$ cat src/hw/rtl/bmts_fifo.sv
module bmts_fifo #(
  parameter int unsigned WIDTH = 8
) (
  input  logic             clk_i,
  input  logic             rst_ni,
  input  logic             push_valid_i,
  output logic             push_ready_o,
  input  logic [WIDTH-1:0] push_data_i,
  output logic             pop_valid_o,
  input  logic             pop_ready_i,
  output logic [WIDTH-1:0] pop_data_o
);

  logic [WIDTH-1:0] mem_q [2];
  logic             wr_ptr_q, rd_ptr_q;
  logic [1:0]       cnt_q, cnt_d;
  logic             push, pop;

  assign push_ready_o = (cnt_q != 2'd2);
  assign pop_valid_o  = (cnt_q != 2'd0);
  assign pop_data_o   = mem_q[rd_ptr_q];
  assign push         = push_valid_i && push_ready_o;
  assign pop          = pop_valid_o && pop_ready_i;

  // Occupancy follows pushes and pops.
  always_comb begin
    cnt_d = cnt_q;
    if (push && !pop) begin
      cnt_d = cnt_q + 2'd1;
    end else if (pop && !push) begin
      cnt_d = cnt_q - 2'd1;
    end
  end

  always_ff @(posedge clk_i or negedge rst_ni) begin
    if (!rst_ni) begin
      wr_ptr_q <= 1'b0;
      rd_ptr_q <= 1'b0;
      cnt_q    <= 2'd0;
    end else begin
      cnt_q <= cnt_d;
      if (push) wr_ptr_q <= ~wr_ptr_q;
      if (pop)  rd_ptr_q <= ~rd_ptr_q;
    end
  end

  always_ff @(posedge clk_i) begin
    if (push) mem_q[wr_ptr_q] <= push_data_i;
  end

endmodule

$ cat config.mk
export PLATFORM = sky130hd
export DESIGN_NAME = bmts_fifo
export DESIGN_NICKNAME = d
export VERILOG_FILES = /design/src/hw/rtl/bmts_fifo.sv
export SDC_FILE = /design/constraint.sdc
export NUM_CORES = 1
export LEC_CHECK = 0
export ABC_AREA = 1
export CORE_MARGIN = 2
export CORE_UTILIZATION = 45
export CTS_CLUSTER_SIZE = 25
export DETAILED_ROUTE_END_ITERATION = 7
export DONT_BUFFER_PORTS = 1
export GPL_TIMING_DRIVEN = 0
export PLACE_DENSITY = 0.68
export SLEW_MARGIN = 20
export SYNTH_ARGS = -nofsm -noshare
export SYNTH_HDL_FRONTEND = slang
export SYNTH_SLANG_ARGS = --single-unit
$ cat constraint.sdc
create_clock -name clk_i -period 3.3 [get_ports clk_i]
set_clock_uncertainty 0.15 [all_clocks]
set_input_delay 0.165 -clock clk_i [delete_from_list [all_inputs] [get_ports clk_i]]
set_output_delay 0.165 -clock clk_i [all_outputs]
set_load 0.01 [all_outputs]
-- Word level (Yosys, flattened, before mapping)
Memories as Yosys holds them, arrays and structs flattened.
Cells that the tools add are included.
- memories: 1
- memory bits (writable): 16
- register bits after elaboration: 4
- logic and storage cells: 21
- reductions and logical operators: 8
- muxes and demuxes: 4
- equal/unequal tests: 1
- add/subtract/negate cells: 2
- bitwise logic cells: 2
- memory list (memory ; words ; width ; read ports ; clocked after memory_dff ; wr ports ; RTL line ; source):
    mem_q ; 2 ; 8 ; 1 ; 0 ; 1 ; 14 ; logic [WIDTH-1:0] mem_q [2];
- operator list (kind ; count):
    $logic_and A1 B1 Y1 ; 4
    $mux W2 ; 2
    $reduce_bool A2 Y1 ; 2
    $add A2 B1 Y2 const B ; 1
    $logic_not A1 Y1 ; 2
    $mux W1 ; 2
    $ne A2 B2 Y1 const B ; 1
    $not A1 Y1 ; 2
    $sub A2 B1 Y2 const B ; 1

-- Logic depth before layout (Yosys ltp)
Gate-level depths: netlist of run 1.
- depth in word-level cells: 6
- mapped depth: 10

-- Worst setup path before layout of run 1
OpenSTA, ideal clock, no wires.
- kind: reg-to-reg
- from: register cnt_q[0]
- to: memory mem_q[0][0], enable pin
- cell stages (with the launch flop): 5
- path slack: 1.827 ns
- setup time: 0.370 ns
- arrival time: 0.953 ns
- required time: 2.780 ns
- cells stage by stage: dfrtp_1 -> inv_2 -> nand2_4 -> nand2_4 -> nor2_1
- word-level cells in the longest chain between the ends: 4
- ends and longest elaborated chain (what ; RTL line ; source):
    from (decl) ; 16 ; logic [1:0] cnt_q, cnt_d;
    from (signal assigned) ; 41 ; cnt_q <= cnt_d;
    $ne A2 B2 Y1 ; 19 ; assign push_ready_o = (cnt_q != 2'd2);
    named net push_ready_o ; 7 ; output logic push_ready_o,
    $logic_and A1 B1 Y1 ; 22 ; assign push = push_valid_i && push_ready_o;
    $mux W1 ; 48 ; if (push) mem_q[wr_ptr_q] <= push_data_i;
    $mux W1 (not written as such) ; 48 ;
    to (decl) ; 14 ;
The timed path passes the listed nets, and every way through them passes these cells.

-- Final worst setup path of run 1
- from: register cnt_q[0]
- to: memory mem_q[1][7], enable pin
Same word-level chain as after synthesis.

==> out/results.txt, run 1 <==
final period utilization: 0.516
Synthesized Nets: 83
fin worst setup slack: 1.60 ns
Worst Tran Pin Value: 0.707 ns
Fmax: 0.587 GHz
Worst slew margin: 0.527
ys flop type: edfxtp_1
Layout Nets: 100
Remaining Overflow, GRT: 0
Finished Layout Cells: 111
Synth top area share: 0.581
Leakage Power: 0.000431 uW
FF+latch count, synth: 20
Post-synth EDFFs: 16
post_cts resized: 0
post-synthesis async set-or-reset flop share: 0.200
Worst Path Class, Setup: flop to flop
Filler cells: 159
Inst Count DP: 95
PortBufs: 0
CTS Buf Count: 3
DPL Wire Length: 936 um
Hold Path Class: input port to flop
chip height: 46.9 um
Worst Path Arrival: 1.49 ns
Setup violations, final: 0
routed vias/inst: 4.70
Mean Syn Cell Area: 11.8 sq um
DR WL/cell: 12.4 um
die area: 2200 sq um
post-layout min period: 1.70 ns
Setup WS pre-CTS: 1.62 ns
die width: 46.9 um
DR pass1 iterations: 4
WL final: 1370 um
power per cell area: 801 nW/um^2
initial antenna violation count: 0
gr usage total: 0.153
status: completed
RSZ-0062 raised after global routing: false
largest net degree at the start of global routing: 12
Layout Utilization: 0.582
leading area contributor after synthesis: edfxtp_1
synth cell count leaders: 30 x nand2_1, 16 x edfxtp_1, 4 x dfrtp_1, 4 x inv_1, 3 x inv_2
diode count: 0
Final Max Slew Viols: 0
Routability Congestion: 0.681
global-route wire length before repair: 2190 um
CTS max path bufs: 2
register area share after synthesis: 0.702
DR vias: 522
Clock Latency Late Sink: 0.30 ns
Sink Count: 20
number of remaining DRC errors: 0
MaxCap Viol Count: 0
WP data required: 3.09 ns
final hold violations: 0
CTS tree: built
DRT iter0 DRCs: 3
number of I/O pins: 22
count of cell types in the netlist: 14
CP max FO: 8
Gate Count Post-Synth: 70
synth top area cells: edfxtp_1 58%, nand2_1 14%, dfrtp_1 12%
clock root buffer: clkbuf_4
antenna violation net count after detailed routing: 0
number of global-route vias before repair: 495
area grow syn2layout: 21.5%
Initial Util: 0.479
Syn Std Cell Area: 827 sq um
H-Tree Depth: 1
core area: 1730 sq um
final setup TNS: 0 ns
clock transition at the registers of the reported paths: 0.10 ns
Worst Setup End Kind: flop
FP Rows: 15
Warnings, synthesis: 0
top-count cell post-synth: nand2_1
Peak VDD IR: 0.000377 V
crit path launch type: flop
share of cells above drive strength 1: 0.140
==> cells in the final DEF (no fill, tap or decap) <==
cell type	n
nand2_1	30
edfxtp_1	16
dlygate4sd3_1	12
inv_1	4
dfrtp_1	4
inv_2	3
clkbuf_4	3
nand2_4	2
nand2_2	2
nor2_1	2
nand3_1	2
buf_6	1
xor2_2	1
nand4_1	1
xnor2_1	1
ha_1	1
clkbuf_1	1
==> path summary, 6_finish.rpt <==
| check | startpoint | end | slack (ns) | depth (start not counted) |
|---|---|---|---|---|
| min in group asynchronous | rst_ni | rd_ptr_q | 0.54 | 2 |
| hold / removal | push_data_i[4] | mem_q[1][4] | 0.36 | 1 |
| hold reg to reg | cnt_q[0] | cnt_q[0] | 0.38 | 1 |
| max in group asynchronous | rst_ni | cnt_q[0] | 2.29 | 2 |
| setup / recovery | cnt_q[0] | mem_q[1][7] | 1.60 | 4 |
| setup reg to reg | cnt_q[0] | mem_q[1][7] | 1.60 | 4 |
==> timing repair <==
item / CTS / global route
setup buffers: 0 / 0
hold buffers: 12 / 0
endpoints found under the hold margin: 22 / 0
setup endpoints to repair: 0 / 0
==> layout make-up <==
class                   count  area (sq um)  share of cell area
flip-flops and latches     20           581               0.578
multi-input cells          42           209               0.208
repair buffers             12           120               0.120
well taps                  25          31.3              0.0311
clock buffers               4          26.3              0.0262
inverters                   7          26.3              0.0262
plain buffers               1          11.3              0.0112
==> power by group <==
part	internal, uW	total, uW	switching (uW)
clock network	47.1	116	69.2
registers	352	383	30.5
logic	96.2	305	209
==> kinds of logic after synthesis <==
family	synth area share
flops	0.702
simple gates	0.207
buf+inv	0.0454
fa+ha+maj	0.0151
xor+xnor	0.0303
==> per-stage QoR <==
stage	area, sq um	hold WS (ns)	power, uW
after detailed placement	858	-0.280	686
after CTS	1000	0.351	817
after floorplan	827	-0.281	626
after global placement	858	-0.281	670
after global routing	1000	0.352	864
final	1000	0.363	804
==> layer usage <==
metal | GRT usage | wire, um | up-vias
li1 | - | - | 259
met1 | 0.173 | 569 | 245
met2 | 0.266 | 726 | 13
met3 | 0.0346 | 47 | 5
met4 | 0.0833 | 30 | 0
met5 | 0 | 0 | -
==> worst max-delay path: stages (launching register included) <==
cell and delay (ns):
dfrtp_1 0.41, inv_2 0.08, nand2_4 0.09, nand2_4 0.07, nor2_1 0.55
==> flip-flops by register name, indices dropped and copies added, names as in the netlist <==
signal and cells:
mem_q 16, cnt_q 2, rd_ptr_q 1, wr_ptr_q 1
(Power assumes the default switching activity.)
==> run 2: changes to the inputs <==
clock period = 1.8 ns   (was 3.3 ns; I/O delays follow)
==> run 2 against run 1 <==
Effect of this change:
- utilization grew 0.29 points
- final area increased by 0.50%
- critical path depth rose by 5
- count of clock-buffer cells in the layout stayed put
- register-to-register slack got worse by 1.4 ns
- sequential cell count did not move
- via count fell by 0.77%
- sequential power increased by 84%
- clock power rose by 84%
- maximum frequency up 6.6%
- worst hold slack got worse by 0.075 ns
- largest power group unchanged
==> out/results.txt, run 2 (same netlist as run 1, synthesis figures left out) <==
gr usage total: 0.153 (unchanged)
Worst Setup End Kind: flop (unchanged)
hold_ws: 0.288 ns (was 0.363 ns)
GR peak layer: met2 (unchanged)
Layout Utilization: 0.585 (was 0.582)
final period utilization: 0.888 (was 0.516)
Layout Nets: 100 (unchanged)
cell family contributing the most delay on the critical path: flip-flops (was simple AND/OR/NAND/NOR gates)
FP Rows: 15 (unchanged)
WL final: 1390 um (was 1370 um)
Peak VDD IR: 0.000698 V (was 0.000377 V)
M1 GR Usage: 0.173 (unchanged)
RSZ-0062 raised after global routing: false (unchanged)
power per cell area: 1470 nW/um^2 (was 801 nW/um^2)
Reg2Reg Depth: 9 (was 4)
R2R Setup Slk: 0.20 ns (was 1.60 ns)
core area: 1730 sq um (unchanged)
Largest register FFs: 16 (unchanged)
PortBufs: 0 (unchanged)
Filler cells: 158 (was 159)
Initial Util: 0.479 (unchanged)
Fmax: 0.626 GHz (was 0.587 GHz)
Remaining Overflow, GRT: 0 (unchanged)
Worst slew margin: 0.716 (was 0.527)
die area: 2200 sq um (unchanged)
Worst Path Class, Setup: flop to flop (unchanged)
share of cells above drive strength 1: 0.163 (was 0.140)
post-layout min period: 1.60 ns (was 1.70 ns)
most flop-heavy register: mem_q (unchanged)
antenna violation net count after detailed routing: 0 (unchanged)
RR Endpoint: cnt_q[1] (was mem_q[1][7])
Setup WS pre-CTS: 0.118 ns (was 1.62 ns)
clock root buffer: clkbuf_4 (unchanged)
number of I/O pins: 22 (unchanged)
commonest non-fill, non-tap cells in the layout: 30 x nand2_1, 16 x edfxtp_1, 12 x dlygate4sd3_1 (unchanged)
DR WL/cell: 12.5 um (was 12.4 um)
final setup TNS: 0 ns (unchanged)
DPL Wire Length: 936 um (unchanged)
H-Tree Depth: 1 (unchanged)
chip height: 46.9 um (unchanged)
DRT iter0 DRCs: 3 (unchanged)
CTS tree: built (unchanged)
Worst path max stage delay: 0.43 ns (was 0.55 ns)
MaxCap Viol Count: 0 (unchanged)
crit path launch type: flop (unchanged)
worst path cell trace: inv_2, nand2_4, nand2_4, inv_1, ha_1, inv_1, nand3_1, nand2_1, nand2_1 (was inv_2, nand2_4, nand2_4, nor2_1)
Hold Path Class: input port to flop (unchanged)
Routability Congestion: 0.681 (unchanged)
CP startpoint: cnt_q[0] (unchanged)
Leakage Power: 0.000431 uW (about the same)
Setup violations, final: 0 (unchanged)
diode count: 0 (unchanged)
Hold Path Stages: 1 (unchanged)
largest net degree at the start of global routing: 12 (unchanged)
routed vias/inst: 4.67 (was 4.70)
Worst Path Arrival: 1.64 ns (was 1.49 ns)
Reg area: 581 sq um (unchanged)
Sink Count: 20 (unchanged)
die width: 46.9 um (unchanged)
post-CTS setup buffers: 0 (unchanged)
reg-to-reg critical path startpoint: cnt_q[0] (unchanged)
CP max FO: 4 (was 8)
final hold violations: 0 (unchanged)
WP data required: 1.85 ns (was 3.09 ns)
status: completed (unchanged)
initial antenna violation count: 0 (unchanged)
commonest non-fill, non-tap cell in the layout: nand2_1 (unchanged)
Final Max Slew Viols: 0 (unchanged)
number of remaining DRC errors: 0 (unchanged)
met2 GRT Util: 0.266 (unchanged)
Clock Latency Late Sink: 0.29 ns (was 0.30 ns)
hold endpoint: mem_q[0][6] (was mem_q[1][4])
DR pass1 iterations: 4 (unchanged)
number of global-route vias before repair: 495 (unchanged)
Worst Min Path Start: push_data_i[6] (was push_data_i[4])
GR Layer Usage met3: 0.0346 (unchanged)
Top Registers: mem_q (16), cnt_q (2) (unchanged)
area grow syn2layout: 22.1% (was 21.5%)
fin worst setup slack: 0.202 ns (was 1.60 ns)
CTS Buf Count: 3 (unchanged)
clock transition at the registers of the reported paths: 0.10 ns (about the same)
DR vias: 518 (was 522)
Multi-input gate area: 214 sq um (was 209 sq um)
crit path buf inv count: 3 (was 1)
global-route wire length before repair: 2190 um (unchanged)
CTS max path bufs: 2 (unchanged)
CP max stage cell: dfrtp_1 (was nor2_1)
Worst Tran Pin Value: 0.426 ns (was 0.707 ns)
[run 2: area by class of cell]
class,instances,area share
flip-flops and latches,20,0.575
well taps,25,0.0310
inverters,7,0.0260
clock buffers,4,0.0260
repair buffers,12,0.119
plain buffers,1,0.0112
multi-input cells,42,0.212
[run 2: timing repair]
item	4_1_cts	5_1_grt
endpoints found under the setup margin	0	16
hold endpoints to repair	23	0
hold buffers	12	0
resized for setup	0	2
[run 2: worst register-to-register path, stage by stage (launching register included)]
cell	delay [ns]
dfrtp_1	0.43
inv_2	0.11
nand2_4	0.08
nand2_4	0.10
inv_1	0.05
ha_1	0.31
inv_1	0.08
nand3_1	0.08
nand2_1	0.06
nand2_1	0.05
[run 2: routing by layer]
metal  part of all wire  vias up
li1                   -      258
met1               0.42      242
met2               0.52       13
met3              0.034        5
met4              0.022        0
met5                  0        -
[run 2: per-stage QoR]
stage / cells / power (uW) / instance area [sq um]
CTS: 111 / 1500 / 1000
global route: 111 / 1590 / 1010
detailed placement: 95 / 1260 / 858
finish: 111 / 1480 / 1010
floorplan: 70 / 1150 / 827
global placement: 95 / 1230 / 858
[run 2: power by group]
group	total (uW)	leakage, uW	internal [uW]	switching (uW)
clock	213	0.0000150	86.4	127
sequential	704	0.000196	645	59.7
combinational	565	0.000220	180	386
total	1480	0.000431	911	572
[run 2: how the worst max path moves through the flow]
stage	to	slack, ns	depth (start not counted)
finish	cnt_q[1]	0.20	9
global route	cnt_q[1]	0.11	9
CTS	mem_q[1][7]	0.11	4
detailed placement	mem_q[1][7]	0.12	4
global placement	mem_q[1][6]	0.13	4
floorplan	mem_q[0][0]	0.33	4
==> run 3: changes to the inputs <==
CORE_MARGIN = unset   (was 2)
PLACE_DENSITY = 0.7   (was 0.68)
==> run 3 against run 2 <==
Effect of this change:
- sequential share of layout area stayed put
- maximum frequency is 1.6% lower
- sequential power hardly changed
- critical path type unchanged
- largest cell class unchanged
==> out/results.txt, run 3 (same netlist as run 1, synthesis figures left out) <==
Setup violations, final: 0 (unchanged)
Final Max Slew Viols: 0 (unchanged)
commonest non-fill, non-tap cells in the layout: 30 x nand2_1, 16 x edfxtp_1, 12 x dlygate4sd3_1 (unchanged)
share of cells above drive strength 1: 0.163 (unchanged)
Remaining Overflow, GRT: 0 (unchanged)
final hold violations: 0 (unchanged)
DPL Wire Length: 884 um (was 936 um)
GR peak layer: met2 (unchanged)
Inst Count DP: 95 (unchanged)
post-layout min period: 1.62 ns (was 1.60 ns)
DR pass1 iterations: 4 (unchanged)
number of global-route vias before repair: 484 (was 495)
RSZ-0062 raised after global routing: false (unchanged)
FP Rows: 15 (unchanged)
GR Layer Usage met3: 0.0400 (was 0.0346)
H-Tree Depth: 1 (unchanged)
commonest non-fill, non-tap cell in the layout: nand2_1 (unchanged)
Largest register FFs: 16 (unchanged)
power per cell area: 1460 nW/um^2 (was 1470 nW/um^2)
antenna violation net count after detailed routing: 0 (unchanged)
Finished Layout Cells: 111 (unchanged)
clock root buffer: clkbuf_4 (unchanged)
M1 GR Usage: 0.161 (was 0.173)
clock transition at the registers of the reported paths: 0.10 ns (about the same)
Layout Nets: 100 (unchanged)
most flop-heavy register: mem_q (unchanged)
Worst slew margin: 0.710 (was 0.716)
largest net degree at the start of global routing: 12 (unchanged)
Clock Latency Late Sink: 0.29 ns (about the same)
gr usage total: 0.142 (was 0.153)
DR WL/cell: 11.8 um (was 12.5 um)
global-route wire length before repair: 1980 um (was 2190 um)
area grow syn2layout: 22.1% (unchanged)
WP data required: 1.84 ns (was 1.85 ns)
CTS Buf Count: 3 (unchanged)
final period utilization: 0.902 (was 0.888)
core area: 1730 sq um (unchanged)
Worst Path Class, Setup: flop to flop (unchanged)
CTS tree: built (unchanged)
diode count: 0 (unchanged)
WL final: 1310 um (was 1390 um)
CP max FO: 4 (unchanged)
MaxCap Viol Count: 0 (unchanged)
status: completed (unchanged)
DR vias: 533 (was 518)
crit path launch type: flop (unchanged)
DRT iter0 DRCs: 13 (was 3)
Routability Congestion: 0.828 (was 0.681)
Worst Tran Pin Value: 0.435 ns (was 0.426 ns)
Worst Setup End Kind: flop (unchanged)
number of I/O pins: 22 (unchanged)
Initial Util: 0.479 (unchanged)
Top Registers: mem_q (16), cnt_q (2) (unchanged)
final setup TNS: 0 ns (unchanged)
number of remaining DRC errors: 0 (unchanged)
Hold Path Class: input port to flop (unchanged)
Leakage Power: 0.000431 uW (about the same)
routed vias/inst: 4.80 (was 4.67)
Fmax: 0.616 GHz (was 0.626 GHz)
Sink Count: 20 (unchanged)
met2 GRT Util: 0.250 (was 0.266)
Peak VDD IR: 0.000878 V (was 0.000698 V)
die width: 44.9 um (was 46.9 um)
Worst Path Arrival: 1.66 ns (was 1.64 ns)
die area: 2010 sq um (was 2200 sq um)
initial antenna violation count: 0 (unchanged)
PortBufs: 0 (unchanged)
CTS max path bufs: 2 (unchanged)
chip height: 44.9 um (was 46.9 um)
==> run 3: final cells by class <==
class	instances	area, sq um
Multi-Input combinational cell	42	214
Sequential cell	20	581
Timing Repair Buffer	12	120
Inverter	7	26.3
Buffer	1	11.3
Fill cell	149	717
Tap cell	25	31.3
Clock buffer	3	22.5
Clock inverter	1	3.75
==> run 3: where the power goes <==
part	switching [uW]	total [uW]	internal (uW)	leakage [uW]
combinational	383	564	181	0.000220
clock	127	207	80.5	0.0000154
sequential	58.5	703	645	0.000196
==> run 3: stage by stage <==
stage,hold WS (ns),setup WS [ns],cell area (sq um),util,power (uW)
6_report,0.297,0.177,1010,0.585,1470
3_3_place_gp,-0.355,0.112,858,0.497,1220
5_1_grt,0.280,0.0668,1010,0.585,1580
3_5_place_dp,-0.356,0.100,858,0.497,1250
4_1_cts,0.284,0.0745,1000,0.582,1480
2_1_floorplan,-0.356,0.327,827,-,1150
==> run 3: path summary, 6_finish.rpt <==
path                                 from           to  slack [ns]  depth (start not counted)
max in group asynchronous          rst_ni     cnt_q[0]        0.88                          2
min in group asynchronous          rst_ni     wr_ptr_q        0.45                          2
hold reg to reg                  cnt_q[0]     cnt_q[0]        0.38                          1
setup / recovery                 cnt_q[0]     cnt_q[1]        0.18                          9
hold / removal             push_data_i[0]  mem_q[1][0]        0.30                          1
setup reg to reg                 cnt_q[0]     cnt_q[1]        0.18                          9
==> run 3: repair_timing <==
item                                    4_1_cts  5_1_grt
endpoints found under the hold margin        23        0
setup buffers                                 0        0
hold buffers                                 12        0
gates resized for setup                       0        2
endpoints found under the setup margin        0        6
==> run 3: metal layers <==
layer	routed length [um]	vias to the layer above
li1	-	260
met1	532	256
met2	706	17
met3	66	0
met4	0	0
met5	0	-
==> run 3: worst max-delay path, stage by stage (launching register included) <==
cell and delay (ns):
dfrtp_1 0.43, inv_2 0.11, nand2_4 0.08, nand2_4 0.10, inv_1 0.05, ha_1 0.32
inv_1 0.09, nand3_1 0.09, nand2_1 0.07, nand2_1 0.05
